$ cat src/hw/rtl/bleasp_pkg.sv
`timescale 1ns / 1ps
`default_nettype none
// Shared types and constants for the advertising sensor record parser.
// Used by the front, queue, back and top-level modules; no dependencies.
package bleasp_pkg;

  // Record framing
  localparam logic [7:0] MfgType   = 8'hFF;
  localparam logic [7:0] CompanyLo = 8'hAF;
  localparam logic [7:0] CompanyHi = 8'h6F;
  localparam logic [7:0] AppId     = 8'hBB;
  localparam logic [7:0] MinData   = 8'd9;
  localparam logic [3:0] HdrBytes  = 4'd3;
  localparam logic [3:0] LastIndex = 4'd15;

  // Action codes carried in tuser
  localparam logic ActReport   = 1'b0;
  localparam logic ActDistance = 1'b1;

  // Configuration register indexes
  localparam int unsigned CfgIdxW = 3;
  localparam logic [CfgIdxW-1:0] CfgManualMode   = 3'd0;
  localparam logic [CfgIdxW-1:0] CfgManualAngle  = 3'd1;
  localparam logic [CfgIdxW-1:0] CfgOverrideEn   = 3'd2;
  localparam logic [CfgIdxW-1:0] CfgOverrideCo2  = 3'd3;
  localparam logic [CfgIdxW-1:0] CfgOverrideTemp = 3'd4;

  // Angle rule constants
  localparam logic [6:0]  AngleMax   = 7'd90;
  localparam logic [16:0] NumMax     = 17'd90000;
  localparam logic [15:0] Div100Mul  = 16'd41944;   // ceil(2^22 / 100)
  localparam int unsigned Div100Sh   = 22;
  localparam logic [17:0] Div1000Mul = 18'd134218;  // ceil(2^27 / 1000)
  localparam int unsigned Div1000Sh  = 27;

  // Queue depth between front and back
  localparam int unsigned QDepth = 4;
  localparam int unsigned QPtrW  = $clog2(QDepth);

  typedef enum logic [3:0] {
    PH_LEN  = 4'b0001,
    PH_TYPE = 4'b0010,
    PH_DATA = 4'b0100,
    PH_HALT = 4'b1000
  } phase_e;

  // One finished sensor record
  typedef struct packed {
    logic [15:0] distance;
    logic [15:0] humidity;
    logic [15:0] co2;
    logic [15:0] temp;
  } rec_t;

  // Configuration seen by the back end
  typedef struct packed {
    logic        man_en;
    logic [6:0]  man_deg;
    logic        override_enable;
    logic [15:0] override_co2;
    logic [7:0]  override_temp;
  } cfg_t;

endpackage
`default_nettype wire

$ cat src/hw/rtl/bleasp_front.sv
`timescale 1ns / 1ps
`default_nettype none
// Front end: walks report bytes as length/type/data records, tracks distance,
// and pushes one rec_t per matching manufacturer record. Uses bleasp_pkg.
module bleasp_front (
  input  wire logic              clk_i,
  input  wire logic              rst_ni,
  input  wire logic              beat_i,
  input  wire logic              action_i,
  input  wire logic [7:0]        data_byte_i,
  input  wire logic              report_last_i,
  input  wire logic [15:0]       distance_sample_i,
  output logic                   push_o,
  output bleasp_pkg::rec_t       rec_o
);
  import bleasp_pkg::*;

  phase_e      phase_q, phase_d;
  logic [7:0]  remain_q, remain_d;
  logic [3:0]  index_q, index_d;
  logic        cand_q, cand_d;
  logic [23:0] header_q, header_d;
  logic [47:0] payload_q, payload_d;
  logic [15:0] dist_q, dist_d;
  logic [7:0]  remain_dec;
  logic        hdr_match;
  logic        emit;

  assign remain_dec = remain_q - 8'd1;
  assign hdr_match  = (header_q[7:0] == CompanyLo) && (header_q[15:8] == CompanyHi) &&
                      (header_q[23:16] == AppId);

  // Parse one beat
  always_comb begin
    phase_d   = phase_q;
    remain_d  = remain_q;
    index_d   = index_q;
    cand_d    = cand_q;
    header_d  = header_q;
    payload_d = payload_q;
    dist_d    = dist_q;
    emit      = 1'b0;
    if (beat_i) begin
      if (action_i == ActDistance) begin
        dist_d = distance_sample_i;
      end else begin
        unique case (phase_q)
          PH_LEN: begin
            if (!report_last_i) begin
              if (data_byte_i == 8'd0) begin
                phase_d = PH_HALT;
              end else begin
                remain_d = data_byte_i;
                phase_d  = PH_TYPE;
              end
            end
          end
          PH_TYPE: begin
            remain_d = remain_dec;
            cand_d   = (data_byte_i == MfgType) && (remain_dec >= MinData);
            index_d  = 4'd0;
            phase_d  = (remain_dec == 8'd0) ? PH_LEN : PH_DATA;
          end
          PH_DATA: begin
            // capture header then payload, skip extra bytes
            if (index_q < HdrBytes) begin
              header_d[index_q[1:0]*8 +: 8] = data_byte_i;
            end else if (index_q < MinData[3:0]) begin
              payload_d[(3'(index_q - HdrBytes))*8 +: 8] = data_byte_i;
            end
            if (index_q < LastIndex) begin
              index_d = index_q + 4'd1;
            end
            remain_d = remain_dec;
            if (remain_dec == 8'd0) begin
              emit    = cand_q && hdr_match;
              phase_d = PH_LEN;
            end
          end
          PH_HALT: begin
            phase_d = PH_HALT;
          end
          default: begin
            phase_d = PH_LEN;
          end
        endcase
        // report end restarts the walk
        if (report_last_i) begin
          phase_d  = PH_LEN;
          remain_d = 8'd0;
          index_d  = 4'd0;
          cand_d   = 1'b0;
        end
      end
    end
  end

  always_ff @(posedge clk_i or negedge rst_ni) begin
    if (!rst_ni) begin
      phase_q  <= PH_LEN;
      remain_q <= 8'd0;
      index_q  <= 4'd0;
      cand_q   <= 1'b0;
      dist_q   <= 16'd0;
    end else begin
      phase_q  <= phase_d;
      remain_q <= remain_d;
      index_q  <= index_d;
      cand_q   <= cand_d;
      dist_q   <= dist_d;
    end
  end

  always_ff @(posedge clk_i) begin
    header_q  <= header_d;
    payload_q <= payload_d;
  end

  // Build the record from big-endian payload bytes
  assign push_o        = emit;
  assign rec_o.temp     = {payload_d[7:0], payload_d[15:8]};
  assign rec_o.co2      = {payload_d[23:16], payload_d[31:24]};
  assign rec_o.humidity = {payload_d[39:32], payload_d[47:40]};
  assign rec_o.distance = dist_q;

  a_push_from_data: assert property (@(posedge clk_i) disable iff (!rst_ni)
    push_o |-> (phase_q == PH_DATA) && cand_q && beat_i && (action_i == ActReport))
    else $error("record pushed outside a data byte of a candidate record");

endmodule
`default_nettype wire

$ cat src/hw/rtl/bleasp_queue.sv
`timescale 1ns / 1ps
`default_nettype none
// Short record queue between the front and back ends.
// Uses bleasp_pkg for rec_t and the queue depth.
module bleasp_queue (
  input  wire logic              clk_i,
  input  wire logic              rst_ni,
  input  wire logic              push_i,
  input  wire bleasp_pkg::rec_t  rec_i,
  output logic                   full_o,
  input  wire logic              pop_i,
  output logic                   empty_o,
  output bleasp_pkg::rec_t       rec_o
);
  import bleasp_pkg::*;

  rec_t             mem [QDepth];
  logic [QPtrW-1:0] wr_q, wr_d, rd_q, rd_d;
  logic [QPtrW:0]   cnt_q, cnt_d;
  logic             do_push, do_pop;

  assign full_o  = (cnt_q == (QPtrW+1)'(QDepth));
  assign empty_o = (cnt_q == '0);
  assign do_push = push_i && !full_o;
  assign do_pop  = pop_i && !empty_o;
  assign rec_o   = mem[rd_q];

  // Advance pointers and fill level
  always_comb begin
    wr_d  = do_push ? wr_q + QPtrW'(1) : wr_q;
    rd_d  = do_pop ? rd_q + QPtrW'(1) : rd_q;
    cnt_d = cnt_q + (QPtrW+1)'(do_push) - (QPtrW+1)'(do_pop);
  end

  always_ff @(posedge clk_i or negedge rst_ni) begin
    if (!rst_ni) begin
      wr_q  <= '0;
      rd_q  <= '0;
      cnt_q <= '0;
    end else begin
      wr_q  <= wr_d;
      rd_q  <= rd_d;
      cnt_q <= cnt_d;
    end
  end

  always_ff @(posedge clk_i) begin
    if (do_push) begin
      mem[wr_q] <= rec_i;
    end
  end

  a_no_overflow: assert property (@(posedge clk_i) disable iff (!rst_ni)
    push_i |-> !full_o)
    else $error("record pushed into a full queue");

  a_count_tracks_ptrs: assert property (@(posedge clk_i) disable iff (!rst_ni)
    (cnt_q[QPtrW-1:0] == QPtrW'(wr_q - rd_q)) && (cnt_q <= (QPtrW+1)'(QDepth)))
    else $error("queue fill level disagrees with pointers");

endmodule
`default_nettype wire

$ cat src/hw/rtl/bleasp_back.sv
`timescale 1ns / 1ps
`default_nettype none
// Back end: three-stage pipeline that derives the servo angle from a queued
// record and holds the result in the output register. Uses bleasp_pkg.
module bleasp_back (
  input  wire logic              clk_i,
  input  wire logic              rst_ni,
  input  wire bleasp_pkg::cfg_t  cfg_i,
  input  wire logic              empty_i,
  input  wire bleasp_pkg::rec_t  rec_i,
  output logic                   pop_o,
  output logic                   out_valid_o,
  input  wire logic              out_ready_i,
  output bleasp_pkg::rec_t       out_rec_o,
  output logic [6:0]             out_angle_o
);
  import bleasp_pkg::*;

  logic               adv;
  logic               s1_valid_q, s2_valid_q, s3_valid_q;
  rec_t               s1_rec_q, s2_rec_q, s3_rec_q;
  logic [31:0]        s1_prod_q, s1_prod_d;
  logic               s1_neg_q;
  logic [15:0]        abs_temp;
  logic [9:0]         t_quot;
  logic signed [10:0] t_rx, sel_temp;
  logic [15:0]        sel_co2;
  logic signed [11:0] t_off;
  logic [22:0]        co2_term;
  logic signed [22:0] t_off_x, temp_term;
  logic signed [25:0] n_d, s2_n_q;
  logic [34:0]        div_prod;
  logic [6:0]         rule_angle, angle_d, s3_angle_q;

  // Whole pipeline moves when the output register is free or drained
  assign adv   = !s3_valid_q || out_ready_i;
  assign pop_o = adv && !empty_i;

  // Stage 1: magnitude of temperature times reciprocal of 100
  assign abs_temp  = rec_i.temp[15] ? (~rec_i.temp + 16'd1) : rec_i.temp;
  assign s1_prod_d = 32'(abs_temp) * 32'(Div100Mul);

  // Stage 2: whole degrees, input select, numerator of the angle rule
  assign t_quot    = s1_prod_q[Div100Sh +: 10];
  assign t_rx      = s1_neg_q ? -$signed({1'b0, t_quot}) : $signed({1'b0, t_quot});
  assign sel_temp  = cfg_i.override_enable ? 11'($signed(cfg_i.override_temp)) : t_rx;
  assign sel_co2   = cfg_i.override_enable ? cfg_i.override_co2 : s1_rec_q.co2;
  assign t_off     = 12'(sel_temp) - 12'sd20;
  assign t_off_x   = 23'(t_off);
  assign co2_term  = 23'(sel_co2) * 23'd90;
  assign temp_term = t_off_x * 23'sd1500;
  assign n_d       = $signed(26'(co2_term)) + 26'(temp_term);

  // Stage 3: clamp, divide by 1000, manual select
  assign div_prod = 35'(s2_n_q[16:0]) * 35'(Div1000Mul);
  always_comb begin
    priority if (s2_n_q < 26'sd0) begin
      rule_angle = 7'd0;
    end else if (s2_n_q > $signed(26'(NumMax))) begin
      rule_angle = AngleMax;
    end else begin
      rule_angle = div_prod[Div1000Sh +: 7];
    end
    if (cfg_i.man_en) begin
      angle_d = (cfg_i.man_deg > AngleMax) ? AngleMax : cfg_i.man_deg;
    end else begin
      angle_d = rule_angle;
    end
  end

  always_ff @(posedge clk_i or negedge rst_ni) begin
    if (!rst_ni) begin
      s1_valid_q <= 1'b0;
      s2_valid_q <= 1'b0;
      s3_valid_q <= 1'b0;
    end else if (adv) begin
      s1_valid_q <= pop_o;
      s2_valid_q <= s1_valid_q;
      s3_valid_q <= s2_valid_q;
    end
  end

  always_ff @(posedge clk_i) begin
    if (adv) begin
      s1_rec_q   <= rec_i;
      s1_prod_q  <= s1_prod_d;
      s1_neg_q   <= rec_i.temp[15];
      s2_rec_q   <= s1_rec_q;
      s2_n_q     <= n_d;
      s3_rec_q   <= s2_rec_q;
      s3_angle_q <= angle_d;
    end
  end

  assign out_valid_o = s3_valid_q;
  assign out_rec_o   = s3_rec_q;
  assign out_angle_o = s3_angle_q;

  a_angle_in_range: assert property (@(posedge clk_i) disable iff (!rst_ni)
    s3_valid_q |-> (s3_angle_q <= AngleMax))
    else $error("servo angle above full scale");

  a_result_from_stage2: assert property (@(posedge clk_i) disable iff (!rst_ni)
    $rose(s3_valid_q) |-> $past(s2_valid_q))
    else $error("result appeared without a stage-2 record");

endmodule
`default_nettype wire

$ cat src/hw/rtl/ble_adv_sensor_record_parser.sv
`timescale 1ns / 1ps
`default_nettype none
// Parses BLE advertising reports one byte per beat and reports matching
// sensor records (manufacturer type 0xFF, company 0x6FAF, app 0xBB, nine or
// more data bytes) with temperature, CO2, humidity, the latest distance and a
// servo angle. Input beats are taken one per cycle; the front end only stops
// taking beats when the four-record queue is full. A result is offered from
// the output register after its record has been through the queue and the
// three-stage angle pipeline (divide by 100, angle numerator, divide by 1000
// and clamp). Configuration registers are written through the cfg channel,
// which is always ready, and take effect for results computed after the
// write.
module ble_adv_sensor_record_parser (
  input  wire logic        clk_i,
  input  wire logic        rst_ni,
  // input stream
  input  wire logic        s_axis_tvalid,
  output logic             s_axis_tready,
  input  wire logic [23:0] s_axis_tdata,   // [7:0] data_byte, [23:8] distance_sample
  input  wire logic [0:0]  s_axis_tuser,   // [0] action
  input  wire logic        s_axis_tlast,   // report_last
  // result stream
  output logic             m_axis_tvalid,
  input  wire logic        m_axis_tready,
  output logic [71:0]      m_axis_tdata,   // [15:0] co2_ppm, [31:16] humidity_centi,
                                           // [47:32] temp_centi, [54:48] servo_angle,
                                           // [70:55] distance, [71] zero
  // configuration writes
  input  wire logic                          cfg_valid_i,
  output logic                               cfg_ready_o,
  input  wire logic [bleasp_pkg::CfgIdxW-1:0] cfg_index_i,
  input  wire logic [15:0]                   cfg_data_i
);
  import bleasp_pkg::*;

  cfg_t  cfg_q, cfg_d;
  logic  in_beat;
  logic  push, full, pop, empty;
  rec_t  front_rec, queue_rec, out_rec;
  logic  out_valid;
  logic [6:0] out_angle;

  // Configuration registers
  assign cfg_ready_o = 1'b1;
  always_comb begin
    cfg_d = cfg_q;
    if (cfg_valid_i) begin
      unique case (cfg_index_i)
        CfgManualMode:   cfg_d.man_en          = cfg_data_i[0];
        CfgManualAngle:  cfg_d.man_deg         = cfg_data_i[6:0];
        CfgOverrideEn:   cfg_d.override_enable = cfg_data_i[0];
        CfgOverrideCo2:  cfg_d.override_co2    = cfg_data_i;
        CfgOverrideTemp: cfg_d.override_temp   = cfg_data_i[7:0];
        default:         cfg_d = cfg_q;
      endcase
    end
  end

  always_ff @(posedge clk_i or negedge rst_ni) begin
    if (!rst_ni) begin
      cfg_q.man_en          <= 1'b0;
      cfg_q.man_deg         <= 7'd0;
      cfg_q.override_enable <= 1'b0;
      cfg_q.override_co2    <= 16'd400;
      cfg_q.override_temp   <= 8'd25;
    end else begin
      cfg_q <= cfg_d;
    end
  end

  // Take beats while the queue has room
  assign s_axis_tready = !full;
  assign in_beat       = s_axis_tvalid && s_axis_tready;

  bleasp_front u_front (
    .clk_i             (clk_i),
    .rst_ni            (rst_ni),
    .beat_i            (in_beat),
    .action_i          (s_axis_tuser[0]),
    .data_byte_i       (s_axis_tdata[7:0]),
    .report_last_i     (s_axis_tlast),
    .distance_sample_i (s_axis_tdata[23:8]),
    .push_o            (push),
    .rec_o             (front_rec)
  );

  bleasp_queue u_queue (
    .clk_i   (clk_i),
    .rst_ni  (rst_ni),
    .push_i  (push),
    .rec_i   (front_rec),
    .full_o  (full),
    .pop_i   (pop),
    .empty_o (empty),
    .rec_o   (queue_rec)
  );

  bleasp_back u_back (
    .clk_i       (clk_i),
    .rst_ni      (rst_ni),
    .cfg_i       (cfg_q),
    .empty_i     (empty),
    .rec_i       (queue_rec),
    .pop_o       (pop),
    .out_valid_o (out_valid),
    .out_ready_i (m_axis_tready),
    .out_rec_o   (out_rec),
    .out_angle_o (out_angle)
  );

  // Pack the result beat
  assign m_axis_tvalid = out_valid;
  assign m_axis_tdata  = {1'b0, out_rec.distance, out_angle, out_rec.temp,
                          out_rec.humidity, out_rec.co2};

endmodule
`default_nettype wire
$ cat config.mk
export PLATFORM = sky130hd
export DESIGN_NAME = ble_adv_sensor_record_parser
export DESIGN_NICKNAME = d
export VERILOG_FILES = /design/src/hw/rtl/bleasp_pkg.sv /design/src/hw/rtl/bleasp_front.sv /design/src/hw/rtl/bleasp_queue.sv /design/src/hw/rtl/bleasp_back.sv /design/src/hw/rtl/ble_adv_sensor_record_parser.sv
export SDC_FILE = /design/constraint.sdc
export NUM_CORES = 1
export LEC_CHECK = 0
export ABC_CLOCK_PERIOD_IN_PS = 10600
export BUFFER_PORTS_ARGS = -buffer_cell sky130_fd_sc_hd__clkbuf_2
export CAP_MARGIN = 10
export CORE_UTILIZATION = 26
export CTS_CLUSTER_SIZE = 30
export DETAILED_ROUTE_END_ITERATION = 16
export GPL_TIMING_DRIVEN = 0
export PLACE_DENSITY_LB_ADDON = 0.15
export SLEW_MARGIN = 20
export SYNTH_ARGS = -nofsm -noshare
export SYNTH_HDL_FRONTEND = slang
export SYNTH_SLANG_ARGS = --single-unit
$ cat constraint.sdc
create_clock -name clk_i -period 10.6 [get_ports clk_i]
set_input_delay 1.59 -clock clk_i [delete_from_list [all_inputs] [get_ports clk_i]]
set_output_delay 1.59 -clock clk_i [all_outputs]
set_load 0.005 [all_outputs]
# Word-level counts from Yosys, hierarchy flattened
# Memory sizes are Yosys's and may differ from the RTL's.
# Index checks and enable logic that the tools add are counted.
# classes
mux	34
n_eq_ne	16
n_lt_le_gt_ge	7
mul	4
shift	4
bitwise	2
n_div	0
n_reduce_logical	31
n_addsub	13
# ops
cell	n
48-bit 2-to-1 mux	5
48-bit bitwise mux	1
8-bit by 34-bit variable shift with 48-bit output (first input constant)	1
8-bit by 34-bit indexed part select with 48-bit output	1
5-bit negation with 34-bit output	1
6-bit negation with 34-bit output	1
8-bit by 34-bit variable shift with 24-bit output (first input constant)	1
8-bit by 34-bit indexed part select with 24-bit output	1
17-bit by 17-bit multiplier with 33-bit output (second input constant)	1
16-bit 2-to-1 mux	2
16-bit by 13-bit multiplier with 29-bit output (second input constant)	1
7-bit 2-to-1 mux	4
26-bit by 18-bit > comparator with 1-bit output (second input constant)	1
26-bit by 1-bit less-than comparator with 1-bit output (second input constant)	1
24-bit by 23-bit adder with 25-bit output	1
24-bit bitwise mux	1
8-bit equality test (second input constant)	3
16-bit by 6-bit multiplier with 22-bit output (second input constant)	1
11-bit 2-to-1 mux	2
12-bit by 10-bit multiplier with 21-bit output (second input constant)	1
4-bit 2-to-1 mux	5
16-bit by 1-bit adder with 16-bit output (second input constant)	1
8-bit logical NOT	2
8-bit 2-to-1 mux	2
39 further kinds	70
# word_totals
latch_bits	0
in_bits	50
ram_bits	256
ff_bits	403
word_cells	146
mem_bits_ro	0
memories	1
out_inout_bits	75
# memory_table
name	depth	word_bits	read_ports	rd_ports_with_merged_regs	write_ports	line_no	rtl
u_queue.mem	4	64	1	0	1	bleasp_queue.sv:17	rec_t mem [QDepth];

# Longest topological paths before layout
# Gate-level depths: netlist of the first run.
# logic_depth
ltp_word	11
ltp_mapped	37
depth_no_buf	37

# Cells and area by module
# From an unflattened synthesis of the first run, not the netlist that was laid out.
# hier_totals
cells_unflattened	2687
area_unflattened_um2	36633.9
# by_module_without_submodules
module	seq_area_each_um2	area_per_inst_um2	cells_per_inst	instances
bleasp_back	7071.8	20787.4	1781	1
bleasp_queue	7862.5	9696.8	375	1
bleasp_front	2508.7	4777.1	451	1
ble_adv_sensor_record_parser	833.3	1372.6	80	1

# Worst setup path after synthesis of the first run
# OpenSTA, ideal clock, no wires.
# synth_timing
path_kind	input-to-reg
start	in m_axis_tready
end	reg u_queue.cnt_q[2]
setup_time_ns	0.123
n_path_buf	0
t_arrival_ns	9.049
path_slack_ns	1.429
stages	9
cell_sequence	nand2b_1 > o31a_1 > ha_1 > inv_1 > ha_1 > inv_1 > fa_1 > xnor2_1 > xnor2_1
# synth_between
elab_chain_cells	4
# synth_lines
item	line_no	rtl
start, declared	ble_adv_sensor_record_parser.sv:24	input wire logic m_axis_tready,
1-bit logical OR	bleasp_back.sv:36	assign adv = !s3_valid_q || out_ready_i;
1-bit logical AND	bleasp_back.sv:37	assign pop_o = adv && !empty_i;
via pop	ble_adv_sensor_record_parser.sv:38	logic push, full, pop, empty;
1-bit logical AND	bleasp_queue.sv:25	assign do_pop = pop_i && !empty_o;
3-bit by 1-bit subtractor with 3-bit output	bleasp_queue.sv:32	cnt_d = cnt_q + (QPtrW+1)'(do_push) - (QPtrW+1)'(do_pop);
via u_queue.cnt_d[2]	bleasp_queue.sv:19	logic [QPtrW:0] cnt_q, cnt_d;
end signal, assigned	bleasp_queue.sv:43	cnt_q <= cnt_d;
end, declared	bleasp_queue.sv:19	
# The timed path passes the listed nets, and every way through them passes these cells.
# A chain may end at the register's enable or synchronous reset.

# Worst setup path in the final report of the first run
# layout_timing
start	reg u_back.s1_prod_q[22]
end	reg u_back.s2_n_q[24], data pin
# layout_between
elab_chain_cells	6
# layout_lines
item	line_no	rtl
start, declared	bleasp_back.sv:22	logic [31:0] s1_prod_q, s1_prod_d;
start signal, assigned	bleasp_back.sv:86	s1_prod_q <= s1_prod_d;
10-bit negation with 11-bit output	bleasp_back.sv:45	assign t_rx = s1_neg_q ? -$signed({1'b0, t_quot}) : $signed({1'b0, t_quot});
11-bit 2-to-1 mux *	bleasp_back.sv:45	
11-bit 2-to-1 mux *	bleasp_back.sv:46	assign sel_temp = cfg_i.override_enable ? 11'($signed(cfg_i.override_temp)) : t_rx;
11-bit by 6-bit subtractor with 12-bit output *	bleasp_back.sv:48	assign t_off = 12'(sel_temp) - 12'sd20;
12-bit by 10-bit multiplier with 21-bit output *	bleasp_back.sv:51	assign temp_term = t_off_x * 23'sd1500;
24-bit by 23-bit adder with 25-bit output *	bleasp_back.sv:52	assign n_d = $signed(26'(co2_term)) + 26'(temp_term);
via u_back.n_d[24]	bleasp_back.sv:31	logic signed [25:0] n_d, s2_n_q;
end signal, assigned	bleasp_back.sv:89	s2_n_q <= n_d;
end, declared	bleasp_back.sv:31	
# The timed path passes the listed nets; every way through them passes the cells marked *.

==> metrics.cfg, run 1 <==
[run_status]
outcome = complete, no violations

[drt]
wire_per_inst_microns = 17.04
drc = 0
wl_microns = 82270
vias_per_cell = 4.293
dr.pass1.iters = 5
ant_nets = 0
vias = 20720
drt-initial-drc-count = 970

[finish]
drive_above_1_share = 0.1481
fin_cells = 4827
nets = 3525
antenna_cells = 0
syn_to_final_growth_pct = 16.19
final_area_sq_mm = 0.04213
fill_cells = 13820

[floorplan]
dieArea_sq_mm = 0.1410
ioPinCount = 125
row_count = 136
die_x_microns = 375.5
chipHeight_microns = 375.5
start_util = 0.2628
coreArea_sq_mm = 0.1380

[clocking]
clockBufferDepth = 3
clock_sinks = 637
cts.repair.resized = 0
htree_levels = 3
cts_tree = built
clk-insertion-delay-late_ns = 0.65
cts_hold_buf = 0
numCtsBuffers = 77
cts-root-buf = clkbuf_16
clkSlewWorstSetupHoldPaths_ns = 0.06
post_cts_buffers = 0

[timing]
hold_ws_ns = 0.4158
tns_ns = 0
rsz0062_at_grt = no
setup_viol = 0
final_max_slew_viol_count = 0
maxSlewHeadroom = 0.2975
fin_worst_skew_ns = 0.03384
finalHoldViolations = 0
post-route-period-util = 0.8904
clock.fmax_mhz = 105.9
tightestPinTransition_ns = 1.054
final.min_clock_period_ns = 9.439

[worst_setup_path]
cp-start-kind = flop
crit_fanout = 7
crit_slowest_cell = fa_1
crit_path_frequent_cell = inv_1
critical_path_required_ns = 10.98
crit_type = flop to flop
cp-end-kind = flop
arrival_ns = 9.82
slowest_delay_ns = 0.54

[placement]
hpwl_microns = 61530
place_area_sq_mm = 0.03950
gp_congestion = 0.7889
dp.cells = 4683
port_buffers = 121

[synthesis]
syn_area_per_cell_sq_um = 13.49
yosysWarnings = 0
yosysSeqAreaShare = 0.5040
yosys.cell_types.count = 89
synth_area_leaders = edfxtp_1 (42%), ha_1 (13%), fa_1 (11%)
synthesis.nets = 3314
syn-cell-area_sq_mm = 0.03626
ys_seq_elements = 637
yosysTopAreaCell = edfxtp_1
synthFlopType = edfxtp_1
synth_edf_count = 513
postSynthCellCount = 2688
async_flop_share = 0.1193
synth_top_area_share = 0.4248

[global_route]
grt_pass1_wl_microns = 130200
grt-ovfl-total = 0
grt_antenna_before_repair = 0
grt_pass1_vias = 22530
grt_start_max_net_pins = 62
track_usage = 0.1196

[job]
cap_violations = 0

[min_path]
worstHoldPathType = flop to flop

## kinds of logic after synthesis
| logic type | share of synthesized area |
|---|---|
| compound gates | 0.05497 |
| xor+xnor | 0.02629 |
| fa+ha+maj | 0.2387 |
| buf+inv | 0.05217 |
| flops | 0.5040 |
| mux | 0.06580 |
| other cells | 0.0002071 |
| simple gates | 0.05783 |
## stage by stage
stage | util | worst slack (ns)
final | 0.3053 | 1.161
after detailed placement | 0.2862 | 1.031
after CTS | 0.3052 | 0.9830
after global routing | 0.3053 | 0.3865
after global placement | 0.2840 | -1.983
after floorplan | - | 1.429
## path summary, 6_finish.rpt
| check | startpoint | to | slack (ns) | cells after the start |
|---|---|---|---|---|
| worst max-delay path | u_back.s1_prod_q[22]$_DFFE_PN_ | u_back.s2_n_q[24]$_DFFE_PN_ | 1.16 | 36 |
| worst min-delay path | u_back.s2_rec_q[30]$_DFFE_PN_ | u_back.out_rec_o[30]$_DFFE_PN_ | 0.42 | 0 |
| worst max register to register | u_back.s1_prod_q[22]$_DFFE_PN_ | u_back.s2_n_q[24]$_DFFE_PN_ | 1.16 | 36 |
| worst min register to register | u_back.s2_rec_q[30]$_DFFE_PN_ | u_back.out_rec_o[30]$_DFFE_PN_ | 0.42 | 0 |
| max in group asynchronous | rst_ni | cfg_q[16]$_DFFE_PN1P_ | 9.09 | 2 |
| min in group asynchronous | rst_ni | u_front.dist_q[14]$_DFFE_PN0P_ | 0.79 | 1 |
## flip-flops by register name (all words and copies together) (netlist names), 2 cells and up
name                count
u_queue.mem           256
u_back.out_rec_o       64
u_back.s2_rec_q        64
u_back.s1_rec_q        63
u_front.payload_q      48
cfg_q                  33
u_back.s2_n_q          24
u_front.header_q       24
u_front.dist_q         16
u_back.s1_prod_q       10
u_front.remain_q        8
u_back.out_angle_o      7
u_front.index_q         4
u_front.phase_q         4
u_queue.cnt_q           3
u_queue.rd_q            2
u_queue.wr_q            2
## cell usage after synthesis, types with 8 or more instances
library cell / number
and3_1: 18
o211ai_1: 8
fa_1: 193
o21a_1: 13
o21bai_1: 8
nor2_1: 67
ha_1: 383
inv_1: 450
nand2_1: 125
o31ai_1: 8
dfrtp_1: 69
or3_1: 8
nand3_1: 29
dfxtp_1: 48
xor2_1: 33
buf_1: 12
o21ai_0: 97
mux2_2: 79
nand4_1: 17
nand2b_1: 12
nor4_1: 8
clkbuf_1: 31
nor2b_1: 12
nor3_1: 28
xnor2_1: 74
a21oi_1: 77
a21o_1: 25
and2_1: 32
edfxtp_1: 513
mux4_2: 60
## area by class of cell
cell class / count / area (sq um) / share of cell area
plain buffers: 49 / 203.9 / 0.004841
multi-input cells: 1552 / 16120 / 0.3827
clock inverters: 45 / 540.5 / 0.01283
flip-flops and latches: 637 / 18280 / 0.4338
well taps: 1863 / 2331 / 0.05533
clock buffers: 99 / 2079 / 0.04936
repair buffers: 132 / 887.1 / 0.02106
inverters: 450 / 1689 / 0.04009
## critical path, delay by kind of cell (launching register included)
kind	cells	cell delay [ns]
flip-flops	1	0.46
buffers and inverters	8	0.89
adder cells (fa/ha/maj)	9	3.66
AND/OR/NAND/NOR	6	0.93
XOR/XNOR	4	1.21
AO/OA/AOI/OAI	9	2.03
## metal layers
| layer | part of all wire | up-vias | track usage |
|---|---|---|---|
| met2 | 0.49 | 270 | 0.2027 |
| li1 | - | 9934 | - |
| met3 | 0.039 | 96 | 0.02402 |
| met4 | 0.019 | 0 | 0.03119 |
| met1 | 0.46 | 10420 | 0.1550 |
| met5 | 0 | - | 0 |
## placed cells by master (no fill, tap or decap), types with 13 or more instances in the layout
master     netlist  routed
dfxtp_1         48      48
dfrtp_1         69      69
ha_1           383     383
a21o_1          25      25
fa_1           193     193
nor3_1          28      27
mux2_2          79      79
clkbuf_16        0      77
nor2_1          67      67
nand3_1         29      29
nand4_1         17      17
inv_1          450     450
xnor2_1         74      73
clkbuf_2         0     120
a21oi_1         77      77
and2_1          32      28
clkbuf_1        31      46
o21ai_0         97      97
mux4_2          60      60
nand2_1        125     125
xor2_1          33      33
edfxtp_1       513     513
o21a_1          13      13
and3_1          18      18
clkinv_2         0      13
Power of run 1 is not shown: default switching activity piles up to over one toggle a cycle in this logic, so the estimate is an artifact.
==> run 2, diff against run 1 <==
--- a/config.mk
+++ b/config.mk
@@ -5,7 +5,7 @@
 export SDC_FILE = /design/constraint.sdc
 export NUM_CORES = 1
 export LEC_CHECK = 0
-export ABC_CLOCK_PERIOD_IN_PS = 10600
+export ABC_CLOCK_PERIOD_IN_PS = 8600
 export BUFFER_PORTS_ARGS = -buffer_cell sky130_fd_sc_hd__clkbuf_2
 export CAP_MARGIN = 10
 export CORE_UTILIZATION = 26
==> constraint.sdc (replaced) <==
create_clock -name clk_i -period 8.6 [get_ports clk_i]
set_input_delay 1.29 -clock clk_i [delete_from_list [all_inputs] [get_ports clk_i]]
set_output_delay 1.29 -clock clk_i [all_outputs]
set_load 0.005 [all_outputs]
==> run 2 against run 1 <==
  * Routed wire length up 0.78%
  * Clock skew up 0.017 ns
  * Non-clock buffer count is 6 higher
  * Flip-flop and latch count stayed put
  * Global-route usage is essentially flat
  * Die area unchanged
  * Worst hold slack worse by 0.023 ns
==> metrics.cfg, run 2 (synthesized netlist as in run 1, its figures left out) <==
[drt]
vias = 20810  ; +0.42%
vias_per_cell = 4.312  ; +0.46%
drt-initial-drc-count = 1032  ; +6.4%
wl_microns = 82910  ; +0.78%
ant_nets = 0  ; unchanged
wl_met3_microns = 3117  ; -3.8%
met1_length_microns = 37580  ; +0.15%
dr.pass1.iters = 5  ; unchanged
wl_met2_microns = 40480  ; +1.4%
drc = 0  ; unchanged
top_layer_used = met4
wire_per_inst_microns = 17.18  ; +0.82%

[finish]
layout_commonest_cell = edfxtp_1
drive_above_1_share = 0.1574  ; +0.009269
syn_to_final_growth_pct = 16.24  ; about the same
largest_register = u_queue.mem
largest_reg_flops = 256  ; unchanged
final_cell_mix = edfxtp_1 (513), inv_1 (448), ha_1 (382)
nets = 3527  ; +0.057%

[clocking]
htree_levels = 3  ; unchanged
numCtsBuffers = 73  ; -5.2%
clockBufferDepth = 3  ; unchanged
cts_tree = built
clkSlewWorstSetupHoldPaths_ns = 0.06  ; about the same
cts_hold_buf = 0  ; unchanged
cts-root-buf = clkbuf_16
clk-insertion-delay-late_ns = 0.66  ; about the same
clock_sinks = 637  ; unchanged

[timing]
clock.fmax_mhz = 123.5  ; +17%
finalHoldViolations = 0  ; unchanged
setup_viol = 0  ; unchanged
tightestPinTransition_ns = 1.164  ; +0.1099 ns
final_max_slew_viol_count = 0  ; unchanged
hold_ws_ns = 0.3927  ; -0.02310 ns
maxSlewHeadroom = 0.2242  ; -0.07326
fin_worst_skew_ns = 0.05079  ; +0.01696 ns
post-route-period-util = 0.9417  ; +0.05122
final.min_clock_period_ns = 8.098  ; -1.340 ns
rsz0062_at_grt = no

[global_route]
track_usage = 0.1195  ; about the same
grt_start_max_net_pins = 57  ; -8.1%
grt_antenna_before_repair = 2  ; +2
grt_pass1_vias = 22230  ; -1.3%
grt_pass1_wl_microns = 129700  ; -0.42%
grt-ovfl-total = 0  ; unchanged

[placement]
port_buffers = 121  ; unchanged
hpwl_microns = 61180  ; -0.57%
gp_congestion = 0.7634  ; -3.2%

[worst_setup_path]
critical_path_required_ns = 8.94  ; -2.04 ns
crit_slowest_cell = o21ai_2
cp-start-kind = flop
slowest_delay_ns = 0.59  ; +0.05 ns
crit_type = flop to flop
crit_fanout = 13  ; +6
arrival_ns = 8.44  ; -1.38 ns
cp_top_family = adder cells
crit_path_frequent_cell = inv_1
cp-end-kind = flop
path_buf_inv = 6  ; -2

[floorplan]
dieArea_sq_mm = 0.1410  ; unchanged
coreArea_sq_mm = 0.1380  ; unchanged
chipHeight_microns = 375.5  ; unchanged
ioPinCount = 125  ; unchanged
die_x_microns = 375.5  ; unchanged
row_count = 136  ; unchanged
start_util = 0.2628  ; unchanged

[job]
cap_violations = 0  ; unchanged

[run_status]
outcome = complete, no violations

[min_path]
worstHoldPathType = flop to flop

run 2: through the flow:
stage | cell area, sq um | cells | util | setup TNS (ns) | setup slack (ns)
global placement | 39200 | 4672 | 0.2841 | -3.321 | -0.9198
CTS | 41980 | 4817 | 0.3042 | 0 | 0.01707
floorplan | 36260 | 2688 | - | 0 | 0.9050
global route | 42150 | 4824 | 0.3054 | 0 | 0.01964
finish | 42150 | 4825 | 0.3054 | 0 | 0.5017
detailed placement | 39500 | 4682 | 0.2862 | -3.281 | -0.8691
run 2: path summary, 6_finish.rpt:
kind / startpoint / slack (ns) / endpoint / cells after the start
worst max-delay path: u_back.s1_prod_q[22]$_DFFE_PN_ / 0.50 / u_back.s2_n_q[24]$_DFFE_PN_ / 29
worst min-delay path: u_back.s1_rec_q[11]$_DFFE_PN_ / 0.39 / u_back.s2_rec_q[11]$_DFFE_PN_ / 0
worst max register to register: u_back.s1_prod_q[22]$_DFFE_PN_ / 0.50 / u_back.s2_n_q[24]$_DFFE_PN_ / 29
worst min register to register: u_back.s1_rec_q[11]$_DFFE_PN_ / 0.39 / u_back.s2_rec_q[11]$_DFFE_PN_ / 0
max in group asynchronous: rst_ni / 7.37 / cfg_q[0]$_DFFE_PN1P_ / 2
min in group asynchronous: rst_ni / 0.49 / u_front.dist_q[7]$_DFFE_PN0P_ / 1
run 2: layout make-up:
class                   count  area, sq um
fillers                 13810        95850
flip-flops and latches    637        18280
multi-input cells        1552        16320
well taps                1863         2331
clock buffers             100         2018
inverters                 450         1689
repair buffers            138        934.6
clock inverters            35        366.6
plain buffers              49        212.7
diodes                      1        2.502
run 2: per-layer routing:
metal  GRT usage  up-vias
li1            -     9909
met1      0.1537    10490
met2      0.2045      307
met3     0.02214       96
met4     0.03288        0
met5           0        -
run 2: timing repair:
item | CTS | global route
setup endpoints to repair | 14 | 14
pin swaps | 0 | 3
buffers inserted | 0 | 7
gates resized for setup | 22 | 21
Power of run 2 is left out for the same reason.
